### src/utf8_sequence_decode_core_defines.svh
// ----------------------------------------------------------------------------
// utf8 sequence decode core assertion macros
// shared concurrent assertion forms, clocked on clk, disabled in reset
// ----------------------------------------------------------------------------
`ifndef UTF8_SEQUENCE_DECODE_CORE_DEFINES_SVH
`define UTF8_SEQUENCE_DECODE_CORE_DEFINES_SVH

// same-cycle implication
`define UTF8SD_ASSERT_IMP(lbl, ante, cons, msg) \
    lbl: assert property (@(posedge clk) disable iff (!rst_n) (ante) |-> (cons)) \
        else $error(msg);

// next-cycle implication
`define UTF8SD_ASSERT_NXT(lbl, ante, cons, msg) \
    lbl: assert property (@(posedge clk) disable iff (!rst_n) (ante) |=> (cons)) \
        else $error(msg);

`endif

### src/utf8sd_pkg.sv
// ----------------------------------------------------------------------------
// utf8sd_pkg
// types and constants shared by the utf8 sequence decode core
// ----------------------------------------------------------------------------
package utf8sd_pkg;

    localparam int BYTE_W   = 8;
    localparam int CP_W     = 21;
    localparam int ADV_W    = 3;
    localparam int STATUS_W = 2;

    typedef logic [BYTE_W-1:0]   byte_t;
    typedef logic [CP_W-1:0]     cp_t;
    typedef logic [ADV_W-1:0]    adv_t;
    typedef logic [STATUS_W-1:0] status_t;

    localparam status_t STATUS_END     = 2'd0;
    localparam status_t STATUS_DECODED = 2'd1;
    localparam status_t STATUS_RAW     = 2'd2;

    localparam byte_t LEAD_2B_MIN = 8'hC2;
    localparam byte_t LEAD_2B_MAX = 8'hDF;
    localparam byte_t LEAD_3B_MIN = 8'hE0;
    localparam byte_t LEAD_3B_MAX = 8'hEF;
    localparam byte_t LEAD_4B_MIN = 8'hF0;
    localparam byte_t LEAD_4B_MAX = 8'hF4;
    localparam byte_t LEAD_SURR   = 8'hED;
    localparam byte_t SURR_MASK   = 8'hA0;
    localparam byte_t MASK_2B     = 8'hE0;
    localparam byte_t MATCH_2B    = 8'hC0;
    localparam byte_t MASK_3B     = 8'hF0;
    localparam byte_t MATCH_3B    = 8'hE0;
    localparam byte_t MASK_4B     = 8'hF8;
    localparam byte_t MATCH_4B    = 8'hF0;
    localparam byte_t MASK_CONT   = 8'hC0;
    localparam byte_t MATCH_CONT  = 8'h80;

    typedef struct packed {
        byte_t lead_byte;
        byte_t second_byte;
        byte_t third_byte;
        byte_t fourth_byte;
    } window_t;

    typedef struct packed {
        cp_t     codepoint;
        adv_t    advance_width;
        status_t decode_status;
    } result_t;

endpackage

### src/utf8_sequence_decode_core.sv
// ----------------------------------------------------------------------------
// utf8_sequence_decode_core
// decodes one utf8 sequence window per word into codepoint, width and status
// ----------------------------------------------------------------------------
// Accepts one four-byte window per clock while the output is not stalled and
// returns one result word per window, in order. The window is captured in an
// input register, decoded by a single combinational pass, and captured in the
// result register. Sustained rate is one word per cycle while result_ready is
// held high; item_ready follows result_ready combinationally through both
// register stages.
// ----------------------------------------------------------------------------
`include "utf8_sequence_decode_core_defines.svh"

module utf8_sequence_decode_core (
    input  logic                        clk,
    input  logic                        rst_n,
    input  logic                        item_valid,
    output logic                        item_ready,
    input  utf8sd_pkg::byte_t           lead_byte,
    input  utf8sd_pkg::byte_t           second_byte,
    input  utf8sd_pkg::byte_t           third_byte,
    input  utf8sd_pkg::byte_t           fourth_byte,
    output logic                        result_valid,
    input  logic                        result_ready,
    output utf8sd_pkg::cp_t             codepoint,
    output utf8sd_pkg::adv_t            advance_width,
    output utf8sd_pkg::status_t         decode_status
);
    import utf8sd_pkg::*;

    localparam int WIN_W = $bits(window_t);
    localparam int RES_W = $bits(result_t);

    window_t          win_in;
    window_t          win_q;
    logic [WIN_W-1:0] win_q_bits;
    logic             win_valid;
    logic             win_ready;
    result_t          dec_res;
    logic [RES_W-1:0] res_q_bits;
    result_t          res_q;

    assign win_in.lead_byte   = lead_byte;
    assign win_in.second_byte = second_byte;
    assign win_in.third_byte  = third_byte;
    assign win_in.fourth_byte = fourth_byte;

    utf8sd_stage #(
        .WIDTH (WIN_W)
    ) u_in_stage (
        .clk      (clk),
        .rst_n    (rst_n),
        .up_valid (item_valid),
        .up_ready (item_ready),
        .up_data  (win_in),
        .dn_valid (win_valid),
        .dn_ready (win_ready),
        .dn_data  (win_q_bits)
    );

    assign win_q = win_q_bits;

    utf8sd_decode u_decode (
        .win (win_q),
        .res (dec_res)
    );

    utf8sd_stage #(
        .WIDTH (RES_W)
    ) u_out_stage (
        .clk      (clk),
        .rst_n    (rst_n),
        .up_valid (win_valid),
        .up_ready (win_ready),
        .up_data  (dec_res),
        .dn_valid (result_valid),
        .dn_ready (result_ready),
        .dn_data  (res_q_bits)
    );

    assign res_q         = res_q_bits;
    assign codepoint     = res_q.codepoint;
    assign advance_width = res_q.advance_width;
    assign decode_status = res_q.decode_status;

    `UTF8SD_ASSERT_NXT(a_accept_fills_stage, item_valid && item_ready, win_valid,
        "accepted word did not reach the input register")
    `UTF8SD_ASSERT_NXT(a_stalled_window_holds, win_valid && !win_ready,
        win_valid && $stable(win_q_bits), "stalled window changed")
    `UTF8SD_ASSERT_IMP(a_end_result, result_valid && decode_status == STATUS_END,
        codepoint == '0 && advance_width == 3'd1, "bad end of text result")
    `UTF8SD_ASSERT_IMP(a_raw_is_byte, result_valid && decode_status == STATUS_RAW,
        codepoint[CP_W-1:BYTE_W] == '0, "raw pass-through wider than a byte")
    `UTF8SD_ASSERT_IMP(a_result_sane, result_valid,
        advance_width >= 3'd1 && advance_width <= 3'd4
        && decode_status <= STATUS_RAW, "result width or status out of range")

endmodule

### src/utf8sd_stage.sv
// ----------------------------------------------------------------------------
// utf8sd_stage
// one valid/ready register stage, accepts a new word every cycle while dn_ready is high
// ----------------------------------------------------------------------------
module utf8sd_stage #(
    parameter int WIDTH = 32
) (
    input  logic             clk,
    input  logic             rst_n,
    input  logic             up_valid,
    output logic             up_ready,
    input  logic [WIDTH-1:0] up_data,
    output logic             dn_valid,
    input  logic             dn_ready,
    output logic [WIDTH-1:0] dn_data
);

    logic             valid_reg;
    logic             valid_next;
    logic [WIDTH-1:0] data_reg;

    assign up_ready   = !valid_reg || dn_ready;
    assign valid_next = up_ready ? up_valid : valid_reg;

    always_ff @(posedge clk or negedge rst_n)
    begin
        if (!rst_n)
        begin
            valid_reg <= 1'b0;
        end
        else
        begin
            valid_reg <= valid_next;
        end
    end

    always_ff @(posedge clk)
    begin
        if (up_valid && up_ready)
        begin
            data_reg <= up_data;
        end
    end

    assign dn_valid = valid_reg;
    assign dn_data  = data_reg;

endmodule

### src/utf8sd_decode.sv
// ----------------------------------------------------------------------------
// utf8sd_decode
// single-pass decode of one four-byte window into codepoint, width, status
// ----------------------------------------------------------------------------
module utf8sd_decode (
    input  utf8sd_pkg::window_t win,
    output utf8sd_pkg::result_t res
);
    import utf8sd_pkg::*;

    byte_t      b0, b1, b2, b3;
    logic [1:0] ew;
    logic [1:0] need;
    logic       lead_ok;
    logic       c1, c2, c3;
    logic       nz1, nz2, nz3;
    logic       seq_ok;
    adv_t       adv;
    cp_t        cp;

    assign b0 = win.lead_byte;
    assign b1 = win.second_byte;
    assign b2 = win.third_byte;
    assign b3 = win.fourth_byte;

    assign c1 = (b1 & MASK_CONT) == MATCH_CONT;
    assign c2 = (b2 & MASK_CONT) == MATCH_CONT;
    assign c3 = (b3 & MASK_CONT) == MATCH_CONT;

    assign nz1 = b1 != '0;
    assign nz2 = b2 != '0;
    assign nz3 = b3 != '0;

    // advance class
    always_comb
    begin
        if (b0 >= LEAD_2B_MIN && b0 <= LEAD_2B_MAX)
            ew = 2'd1;
        else if (b0 >= LEAD_3B_MIN && b0 <= LEAD_3B_MAX)
            ew = 2'd2;
        else if (b0 >= LEAD_4B_MIN && b0 <= LEAD_4B_MAX)
            ew = 2'd3;
        else
            ew = 2'd0;
    end

    assign adv = 3'd1
               + {2'b00, (ew >= 2'd1) && nz1}
               + {2'b00, (ew >= 2'd2) && nz1 && nz2}
               + {2'b00, (ew == 2'd3) && nz1 && nz2 && nz3};

    // validation class
    always_comb
    begin
        lead_ok = 1'b1;
        need    = 2'd0;
        if (!b0[7])
            need = 2'd0;
        else if ((b0 & MASK_2B) == MATCH_2B)
            need = 2'd1;
        else if (b0 == LEAD_SURR && (b1 & SURR_MASK) == SURR_MASK)
            lead_ok = 1'b0;
        else if ((b0 & MASK_3B) == MATCH_3B)
            need = 2'd2;
        else if ((b0 & MASK_4B) == MATCH_4B)
            need = 2'd3;
        else
            lead_ok = 1'b0;
    end

    assign seq_ok = lead_ok
                 && ((need < 2'd1) || c1)
                 && ((need < 2'd2) || c2)
                 && ((need < 2'd3) || c3);

    always_comb
    begin
        case (adv)
            3'd2:    cp = {10'd0, b0[4:0], b1[5:0]};
            3'd3:    cp = {5'd0, b0[3:0], b1[5:0], b2[5:0]};
            3'd4:    cp = {b0[2:0], b1[5:0], b2[5:0], b3[5:0]};
            default: cp = {13'd0, b0};
        endcase
    end

    always_comb
    begin
        if (b0 == '0)
        begin
            res.codepoint     = '0;
            res.advance_width = 3'd1;
            res.decode_status = STATUS_END;
        end
        else if (!seq_ok)
        begin
            res.codepoint     = {13'd0, b0};
            res.advance_width = adv;
            res.decode_status = STATUS_RAW;
        end
        else
        begin
            res.codepoint     = cp;
            res.advance_width = adv;
            res.decode_status = STATUS_DECODED;
        end
    end

endmodule

### config.mk
export PLATFORM = sky130hd
export DESIGN_NAME = utf8_sequence_decode_core
export DESIGN_NICKNAME = d
export VERILOG_FILES = /design/src/utf8sd_pkg.sv /design/src/utf8_sequence_decode_core.sv /design/src/utf8sd_stage.sv /design/src/utf8sd_decode.sv
export VERILOG_INCLUDE_DIRS = /design/src /design/src/src
export SDC_FILE = /design/constraint.sdc
export NUM_CORES = 1
export LEC_CHECK = 0
export ABC_AREA = 1
export BUFFER_PORTS_ARGS = -buffer_cell sky130_fd_sc_hd__buf_4
export CORE_UTILIZATION = 45
export DETAILED_ROUTE_END_ITERATION = 12
export HOLD_SLACK_MARGIN = 0.15
export PLACE_DENSITY = 0.77
export SKIP_LAST_GASP = 1
export SLEW_MARGIN = 20
export SYNTH_ARGS = -nofsm -noshare
export SYNTH_HDL_FRONTEND = slang
export SYNTH_SLANG_ARGS = --single-unit
### constraint.sdc
create_clock -name clk -period 6.55 [get_ports clk]
set_clock_uncertainty 0.1 [all_clocks]
set_input_delay 0.655 -clock clk [delete_from_list [all_inputs] [get_ports clk]]
set_output_delay 0.655 -clock clk [all_outputs]
set_load 0.05 [all_outputs]
==> flow_summary_export.csv, run 1 <==
group,metric,value,unit
routing,wl_met1,2370,um
sta,setup_viol,0,
critical_path,ff2ff_path_depth,14,
sta,rsz0062_at_grt,"false",
pwr,p_clk_share,30.7,%
clock_tree,cts_setup_buffers,0,
sta,worst_slew_pin_slew,0.625,ns
logic_synthesis,syn_nets,273,
clock_tree,numCtsBuffers,9,
floorplan,fp.dieW,78.9,um
critical_path,cp_num_buf_inv,2,
critical_path,endpoint,"u_out_stage.dn_data[12]",
sta,slew_headroom,58.3,%
finish,drive_gt1_share,27.7,%
critical_path,slowest_delay,0.49,ns
critical_path,crit_arrival,3.23,ns
pwr,max-vdd-ir-drop,0.000164,V
floorplan,dieArea,6220,um^2
routing,antenna_left,0,
sta,finalHoldViolCount,0,
clock_tree,cts_resized,0,
grt,grt_max_degree,33,
clock_tree,clk-insertion-delay-late,0.34,ns
clock_tree,clk_pin_slew,0.07,ns
clock_tree,postCtsHoldBufs,1,
grt,grt_usage,18.8,%
finish,diodes,0,
critical_path,reg2reg_slack,3.31,ns
grt,grt-ovfl-total,0,
critical_path,r2r_start,"u_in_stage.dn_data[31]",
min_path,hold_class,"in2reg",
logic_synthesis,synth_cell_types,26,
finish,area_delta_synth_final,28.0,%
pwr,powerDensity,290,nW/um^2
finish,fillCellCount,485,
grt,grt_pass1_wl,8560,um
critical_path,critical-path-top-delay-family,"compound AO/OA/AOI/OAI gates",
clock_tree,cts_max_path_buffers,2,
grt,grt_antenna_before_repair,0,
routing,dr_wl_met3,340,um
flow_run,cap_violations,0,
logic_synthesis,syn_area,2660,um^2
clock_tree,cts-root-buf,"clkbuf_8",
pwr,p_sw_share,28.8,%
placement,placed_area,3220,um^2
sta,setup_tns,0,ns
finish,final_util,60.7,%
critical_path,cp-startpoint,"u_in_stage.dn_data[31]",
clock_tree,cts.sinks,60,
critical_path,cp_slowest_cell,"edfxtp_1",
critical_path,worstSetupPathType,"reg2reg",
placement,gp_congestion,0.828,
outcome,run_status,"completed",
clock_tree,tritoncts,"built",
critical_path,crit_cells,14,
clock_tree,cts-htree-levels,3,
floorplan,pin_count,64,
grt,grt_pass1_vias,1805,
logic_synthesis,yosysWarnings,0,
routing,wire_per_inst,13.9,um
pwr,p_leak,1.42,nW
pwr,fin_total_pwr,0.987,mW
floorplan,die_height,78.9,um
routing,remaining_drc_errors,0,
sta,holdWs,0.392,ns
sta,finalCritPeriodShare,49.4,%
routing,top_layer,"met4",
sta,slew_violations,0,
sta,fmax,309,MHz
logic_synthesis,synth-seq-cells,60,
finish,layout.nets,347,
logic_synthesis,syn_inst,235,
routing,dr_total_vias,1970,
finish,fin_area,3400,um^2
critical_path,startpoint_type,"register",
placement,dp_hpwl,4020,um
critical_path,crit_path_end_kind,"register",
pwr,intPower,0.702,mW
floorplan,rows,27,
pwr,power_frac_comb,20.0,%
critical_path,r2r-end,"u_out_stage.dn_data[12]",
critical_path,path_cells,"nand3_1 > nand3b_1 > o22ai_1 > o21ai_0 > o21ai_0 > fa_1 > inv_1 > ha_1 > inv_1 > nand3_1 > nand2_1 > o21ai_0 > o22ai_1 > a21oi_1",
sta,period_minus_slack,3.24,ns
routing,drt_iter0_drc,106,
pwr,switchingPower,0.284,mW
floorplan,initial_core_util,47.4,%
routing,via_per_inst,5.10,
critical_path,critical_path.max_fanout,7,
logic_synthesis,syn_area_per_cell,11.3,um^2
critical_path,required,6.54,ns
logic_synthesis,seq_area_frac_synth,67.4,%
routing,wl,5360,um
pwr,seqPwrFrac,49.2,%
placement,place.port_buffers,63,
routing,wl_met2,2500,um
critical_path,cp_common_cell,"o21ai_0",
floorplan,coreArea,5610,um^2
routing,drt_pass1_iterations,4,
## layer usage
metal,track usage [%],vias up
met3,4.02,16
met2,29.5,67
li1,-,970
met1,24.6,917
met4,10.2,0
met5,0,-
## how the worst min path moves through the flow
stage	from	endpoint	slack (ns)	cells after the start
after floorplan	rst_n	u_in_stage.dn_valid	0.26	0
after global placement	rst_n	u_in_stage.dn_valid	0.34	1
after detailed placement	rst_n	u_in_stage.dn_valid	0.34	1
after CTS	third_byte[2]	u_in_stage.dn_data[10]	0.38	1
after global routing	lead_byte[7]	u_in_stage.dn_data[31]	0.38	1
final	lead_byte[7]	u_in_stage.dn_data[31]	0.39	1
## registers in the layout, summed over array words and instances (netlist names)
register	cells
u_in_stage.dn_data	32
u_out_stage.dn_valid	1
u_out_stage.dn_data	26
u_in_stage.dn_valid	1
## power by group through the flow
stage | Combinational (mW) | Clock (mW) | Sequential, mW
after global routing | 0.212 | 0.322 | 0.489
after global placement | 0.195 | 0 | 0.493
after detailed placement | 0.197 | 0 | 0.494
after floorplan | 0.0673 | 0 | 0.556
after CTS | 0.198 | 0.306 | 0.486
final | 0.198 | 0.303 | 0.486
## metrics by stage
| stage | worst slack [ns] | std cells |
|---|---|---|
| after floorplan | 3.72 | 235 |
| after global placement | 3.42 | 369 |
| after detailed placement | 3.36 | 369 |
| after CTS | 3.33 | 386 |
| after global routing | 2.99 | 386 |
| final | 3.31 | 386 |
## Yosys cell counts, drive strengths merged
master,n,share of area [%]
a22oi,5,1.4
o2111ai,2,0.66
ha,1,0.47
dfrtp,2,1.9
nor2,30,4.4
a21oi,11,2.1
o22ai,5,1.2
o21ai,4,0.75
nand3b,2,0.56
nand3,18,3.8
nor3,1,0.19
a21boi,1,0.71
edfxtp,58,66
inv,31,4.4
nand2,50,7.8
nor4,4,0.94
o211ai,5,1.4
buf,2,0.61
nand4,2,0.47
fa,1,0.75
## cell usage in the layout (no fill, tap or decap), drive strengths merged
master / instances
fa: 1
o2111ai: 2
nor2: 30
edfxtp: 58
nand3: 18
clkinv: 2
a21boi: 1
a22oi: 5
dfrtp: 2
nand3b: 2
ha: 1
nor3: 1
o21ai: 4
nor4: 4
bufinv: 1
o22ai: 5
a21oi: 11
buf: 64
nand4: 2
clkbuf: 13
nand2: 50
o211ai: 5
dlygate4sd3: 1
inv: 31
## layout make-up
| cell class | count | area, um^2 | area share (%) |
|---|---|---|---|
| multi-input cells | 142 | 737 | 21.7 |
| well taps | 72 | 90.1 | 2.65 |
| clock buffers | 13 | 139 | 4.08 |
| flip-flops and latches | 60 | 1790 | 52.7 |
| inverters | 31 | 116 | 3.42 |
| repair buffers | 65 | 490 | 14.4 |
| clock inverters | 3 | 37.5 | 1.10 |
## worst register-to-register path: stages (launching register included)
cell and delay (ns):
edfxtp_1 0.49, nand3_1 0.15, nand3b_1 0.14, o22ai_1 0.07, o21ai_0 0.10, o21ai_0 0.19
fa_1 0.41, inv_1 0.06, ha_1 0.26, inv_1 0.10, nand3_1 0.21, nand2_1 0.28
o21ai_0 0.14, o22ai_1 0.19, a21oi_1 0.10
## cell families after synthesis
| kind of cell | Yosys count | share of synthesized area (%) |
|---|---|---|
| compound gates | 33 | 8.19 |
| fa+ha+maj | 2 | 1.22 |
| simple gates | 107 | 18.2 |
| flops | 60 | 67.4 |
| buf+inv | 33 | 4.99 |
(Power assumes the default switching activity.)
==> run 2, diff against run 1 <==
==> constraint.sdc (replaced) <==
create_clock -name clk -period 3 [get_ports clk]
set_clock_uncertainty 0.1 [all_clocks]
set_input_delay 0.3 -clock clk [delete_from_list [all_inputs] [get_ports clk]]
set_output_delay 0.3 -clock clk [all_outputs]
set_load 0.05 [all_outputs]
==> run 2 against run 1 <==
  * Register-to-register slack lost 3.2 ns
  * Sequential share of layout area shrank 8.7 points
  * Combinational power grew to 2.7 times the previous value
  * Die area is the same
  * Maximum frequency grew 12%
  * Sequential cell count is the same
  * Clock power grew 130%
  * Design area grew 20%
  * First-iteration DRC count grew 24%
  * Critical path type unchanged
  * Critical endpoint is now u_out_stage.dn_data[10]
  * Largest power group unchanged
==> flow_summary_export.csv, run 2 (synthesis results as in run 1) <==
group,metric,value,unit
floorplan,dieArea,6220,um^2
routing,remaining_drc_errors,0,
floorplan,coreArea,5610,um^2
routing,dr_total_vias,2294,
routing,antenna_left,0,
finish,layout_commonest_cell,"buf_4",
routing,drt_pass1_iterations,5,
critical_path,slowest_delay,0.48,ns
critical_path,crit_path_end_kind,"register",
grt,grt_pass1_wl,9830,um
routing,via_per_inst,5.05,
floorplan,pin_count,64,
critical_path,required,2.99,ns
finish,drive_gt1_share,35.1,%
finish,area_delta_synth_final,53.2,%
floorplan,die_height,78.9,um
routing,wire_per_inst,14.3,um
pwr,p_leak,1.74,nW
grt,grt_usage,22.0,%
sta,finalHoldViolCount,0,
clock_tree,cts-htree-levels,3,
sta,setup_tns,0,ns
clock_tree,clk_pin_slew,0.07,ns
clock_tree,cts.sinks,60,
sta,fmax,347,MHz
critical_path,path_cells,"buf_4 > nor2_2 > nand3_1 > nand4_1 > o21ai_1 > fa_1 > inv_1 > ha_1 > inv_1 > nand3_4 > buf_4 > nand3_1 > o2111ai_1 > nand3_1 > nand2_1",
placement,dp_hpwl,4330,um
floorplan,fp.dieW,78.9,um
grt,grt_max_degree,33,
flow_run,cap_violations,0,
finish,diodes,0,
grt,grt_pass1_vias,2095,
clock_tree,tritoncts,"built",
finish,largest_register_ffs,32,
routing,drt_iter0_drc,131,
sta,worst_slew_pin_slew,0.402,ns
clock_tree,clk-insertion-delay-late,0.34,ns
critical_path,cp_common_cell,"nand3_1",
placement,gp_congestion,0.936,
sta,setup_viol,0,
critical_path,critical_path.max_fanout,6,
clock_tree,cts_max_path_buffers,2,
critical_path,reg2reg_slack,0.12,ns
sta,holdWs,0.181,ns
critical_path,critical-path-top-delay-family,"simple AND/OR/NAND/NOR gates",
grt,grt-ovfl-total,0,
grt,grt_antenna_before_repair,0,
finish,layout.nets,415,
finish,final_cell_mix,"buf_4 (96), edfxtp_1 (58), nand2_1 (45), dlygate4sd3_1 (35), nor2_1 (27)",
routing,wl,6490,um
clock_tree,cts-root-buf,"clkbuf_8",
sta,finalCritPeriodShare,96.1,%
sta,period_minus_slack,2.88,ns
critical_path,cp_num_buf_inv,4,
floorplan,initial_core_util,47.4,%
min_path,hold_class,"in2async",
floorplan,rows,27,
clock_tree,numCtsBuffers,9,
critical_path,cp_slowest_cell,"edfxtp_1",
critical_path,worstSetupPathType,"reg2reg",
sta,slew_headroom,73.2,%
pwr,max-vdd-ir-drop,0.000498,V
placement,place.port_buffers,63,
critical_path,startpoint_type,"register",
outcome,run_status,"completed",
pwr,fin_total_pwr,2.28,mW
placement,placed_area,3430,um^2
pwr,powerDensity,559,nW/um^2
sta,slew_violations,0,
finish,fin_area,4070,um^2
critical_path,crit_arrival,2.87,ns
run 2: changes by cell type in the layout (fill, tap and decap cells not counted), moves of 3 or more:
| cell | previous run | this run |
|---|---|---|
| buf_4 | 64 | 96 |
| clkbuf_1 | 4 | 1 |
| dlygate4sd3_1 | 1 | 35 |
| inv_1 | 28 | 25 |
run 2: timing repair:
action | CTS | global route
setup buffers | 0 | 6
resized for setup | 1 | 17
pin swaps | 0 | 2
endpoints found under the setup margin | 1 | 21
hold buffers | 35 | 0
hold endpoints to repair | 36 | 0
cloned | 0 | 1
run 2: final cells by class:
class                   count  area [um^2]
flip-flops and latches     60         1790
fillers                   386         1540
repair buffers            132         1090
multi-input cells         143          796
clock buffers              10          128
inverters                  31          121
well taps                  72         90.1
clock inverters             6         55.1
run 2: worst register-to-register path, delay by kind of cell (launching register included):
kind	cells	cell delay [ns]
adders and majority gates	2	0.63
DFF	1	0.48
buffers and inverters	4	0.56
and+or+nand+nor	7	0.65
AOI/OAI and AO/OA	2	0.21
run 2: per-layer routing:
layer  wire length (um)  vias to the layer above  part of all wire (%)  GRT usage (%)
met4                165                        0                   2.5           10.0
met3                441                       18                   6.8           7.59
met2               3280                      102                    51           36.3
met1               2600                     1062                    40           25.9
li1                   -                     1112                     -              -
met5                  0                        -                     0              0
run 2: worst paths after layout:
check	startpoint	end	cells past startpoint
hold reg to reg	u_in_stage.dn_valid	u_out_stage.dn_valid	2
min in group clk	u_in_stage.dn_valid	u_out_stage.dn_valid	2
max in group asynchronous	rst_n	u_in_stage.dn_valid	2
setup / recovery	u_in_stage.dn_data[27]	u_out_stage.dn_data[10]	15
hold / removal	rst_n	u_out_stage.dn_valid	2
setup reg to reg	u_in_stage.dn_data[27]	u_out_stage.dn_data[10]	15
run 2: per-stage QoR:
stage / util [%] / cells / setup slack, ns
after global routing: 72.6 / 454 / -0.0313
after floorplan: - / 235 / 0.166
after CTS: 70.7 / 447 / 0.00358
after global placement: 61.2 / 396 / -0.000939
after detailed placement: 61.2 / 396 / -0.00355
final: 72.6 / 454 / 0.116
run 2: report_power, final:
| group | switching [mW] | total (mW) | internal [mW] |
|---|---|---|---|
| clock network | 0.308 | 0.682 | 0.375 |
| registers | 0.0328 | 1.05 | 1.02 |
| logic | 0.336 | 0.543 | 0.207 |
| total | 0.677 | 2.28 | 1.60 |
==> run 3, diff against run 2 <==
--- a/config.mk
+++ b/config.mk
@@ -12,6 +12,7 @@
 export DETAILED_ROUTE_END_ITERATION = 12
 export HOLD_SLACK_MARGIN = 0.15
 export PLACE_DENSITY = 0.77
+export RECOVER_POWER = 25
 export SKIP_LAST_GASP = 1
 export SLEW_MARGIN = 20
 export SYNTH_ARGS = -nofsm -noshare
==> constraint.sdc (replaced) <==
create_clock -name clk -period 3 [get_ports clk]
set_clock_uncertainty 0.1 [all_clocks]
set_input_delay 0.3 -clock clk [delete_from_list [all_inputs] [get_ports clk]]
set_output_delay 0.3 -clock clk [all_outputs]
set_load 0.01 [all_outputs]
==> run 3 against run 2 <==
  * Non-clock buffer count is the same
  * Routed wire length shrank 1.4%
  * Register-to-register slack gained 0.02 ns
  * Via count shrank 2.2%
  * Largest power group unchanged
  * Critical path depth is the same
  * Core utilization shrank 0.13 points
  * Worst hold slack gained 0.0095 ns
  * Clock-buffer cell count is the same
  * Sequential power is essentially flat
  * Cell count is the same
  * Clock power shrank 1%
  * First-iteration DRC count grew 3.8%
==> flow_summary_export.csv, run 3 (synthesis results as in run 1) <==
group,metric,value,unit
routing,wire_per_inst,14.1,um
placement,dpl_worst_slack,-0.00355,ns
sta,holdWs,0.191,ns
grt,grt_pass1_vias,2095,
sta,slew_violations,0,
critical_path,ff2ff_path_depth,15,
placement,dp_hpwl,4330,um
finish,largest_register_ffs,32,
critical_path,endpoint,"u_out_stage.dn_data[10]",
routing,via_per_inst,4.94,
clock_tree,cts.sinks,60,
pwr,max-vdd-ir-drop,0.000497,V
floorplan,rows,27,
routing,wl,6400,um
sta,fmax,349,MHz
routing,antenna_left,0,
grt,grt_max_degree,33,
pwr,p_leak,1.72,nW
routing,drt_pass1_iterations,4,
finish,final_cell_mix,"buf_4 (61), edfxtp_1 (58), nand2_1 (45), dlygate4sd3_1 (35), clkbuf_4 (33)",
critical_path,r2r_start,"u_in_stage.dn_data[27]",
sta,period_minus_slack,2.87,ns
critical_path,startpoint_type,"register",
clock_tree,cts-root-buf,"clkbuf_8",
clock_tree,cts_max_path_buffers,2,
pwr,fin_total_pwr,2.13,mW
sta,slew_headroom,72.9,%
critical_path,cp_slowest_cell,"edfxtp_1",
finish,area_delta_synth_final,53.0,%
clock_tree,clk_pin_slew,0.06,ns
floorplan,dieArea,6220,um^2
floorplan,initial_core_util,47.4,%
grt,grt_antenna_before_repair,0,
sta,finalHoldViolCount,0,
critical_path,slowest_delay,0.47,ns
clock_tree,numCtsBuffers,9,
critical_path,crit_arrival,2.85,ns
critical_path,critical_path.max_fanout,6,
grt,grt_usage,22.0,%
clock_tree,tritoncts,"built",
critical_path,cp_common_cell,"nand3_1",
routing,remaining_drc_errors,0,
sta,worst_slew_pin_slew,0.406,ns
sta,fin_ws,0.133,ns
critical_path,r2r-end,"u_out_stage.dn_data[10]",
outcome,run_status,"completed",
critical_path,path_cells,"buf_4 > nor2_2 > nand3_1 > nand4_1 > o21ai_1 > fa_1 > inv_1 > ha_1 > inv_1 > nand3_4 > buf_4 > nand3_1 > o2111ai_1 > nand3_1 > nand2_1",
grt,grt-ovfl-total,0,
finish,fillCellCount,388,
critical_path,cp-startpoint,"u_in_stage.dn_data[27]",
grt,grt_pass1_wl,9830,um
critical_path,worstSetupPathType,"reg2reg",
critical_path,crit_path_end_kind,"register",
floorplan,die_height,78.9,um
sta,setup_viol,0,
finish,diodes,0,
finish,layout.nets,415,
floorplan,pin_count,64,
finish,fin_area,4070,um^2
sta,finalCritPeriodShare,95.6,%
min_path,hold_class,"in2async",
clock_tree,clk-insertion-delay-late,0.33,ns
routing,dr_total_vias,2244,
placement,place.port_buffers,63,
flow_run,cap_violations,0,
clock_tree,cts-htree-levels,3,
finish,drive_gt1_share,34.6,%
placement,gp_congestion,0.936,
pwr,powerDensity,525,nW/um^2
critical_path,required,2.98,ns
floorplan,coreArea,5610,um^2
critical_path,reg2reg_slack,0.13,ns
finish,layout_commonest_cell,"buf_4",
routing,drt_iter0_drc,136,
placement,placed_area,3430,um^2
finish,final_util,72.5,%
floorplan,fp.dieW,78.9,um
-- run 3: cell types whose count changed in the layout (fill, tap and decap cells not counted), sizes merged --
| cell | before | now |
|---|---|---|
| clkbuf | 10 | 45 |
| buf | 97 | 62 |
-- run 3: critical path: cells and delay by family (launching register included) --
kind            cells  cell delay [ns]
compound gates      2             0.21
fa+ha+maj           2             0.63
buf+inv             4             0.56
flops               1             0.47
simple gates        7             0.65
-- run 3: power breakdown --
group | leakage (nW) | switching [mW] | internal (mW)
Sequential | 0.583 | 0.0330 | 1.02
Clock | 0.0911 | 0.301 | 0.375
Combinational | 1.05 | 0.209 | 0.199
-- run 3: through the flow --
| step | TNS, ns | cells |
|---|---|---|
| 2_1_floorplan | 0 | 235 |
| 3_3_place_gp | -0.000939 | 396 |
| 3_5_place_dp | -0.00355 | 396 |
| 4_1_cts | 0 | 447 |
| 5_1_grt | -0.0473 | 454 |
| 6_report | 0 | 454 |
-- run 3: final cells by class --
| type | count | area (um^2) | area share [%] |
|---|---|---|---|
| clock inverter | 6 | 55.1 | 1.35 |
| clock buffer | 10 | 128 | 3.14 |
| tap | 72 | 90.1 | 2.22 |
| sequential | 60 | 1790 | 44.1 |
| inverter | 31 | 121 | 2.99 |
| multi-input combinational | 143 | 796 | 19.6 |
| timing repair buffer | 132 | 1080 | 26.7 |
-- run 3: worst min-delay path by stage --
stage / from / to / slack [ns] / depth (start not counted)
global placement: rst_n / u_in_stage.dn_valid / -0.02 / 1
detailed placement: rst_n / u_out_stage.dn_valid / -0.02 / 1
CTS: rst_n / u_in_stage.dn_valid / 0.16 / 2
finish: rst_n / u_out_stage.dn_valid / 0.19 / 2
global route: rst_n / u_out_stage.dn_valid / 0.19 / 2
floorplan: rst_n / u_in_stage.dn_valid / -0.1 / 0
-- run 3: repair_timing --
action	4_1_cts	5_1_grt
cloned	0	1
setup endpoints to repair	1	21
hold buffers	35	0
pin swaps	0	2
buffers inserted	0	6
hold endpoints to repair	36	0
gates resized for setup	1	17
-- run 3: routing by layer --
| metal | share of wire, % | global-route usage (%) | wire length (um) |
|---|---|---|---|
| met2 | 51 | 36.3 | 3260 |
| met1 | 40 | 25.9 | 2560 |
| met5 | 0 | 0 | 0 |
| met3 | 7.1 | 7.59 | 453 |
| met4 | 2.0 | 10.0 | 127 |
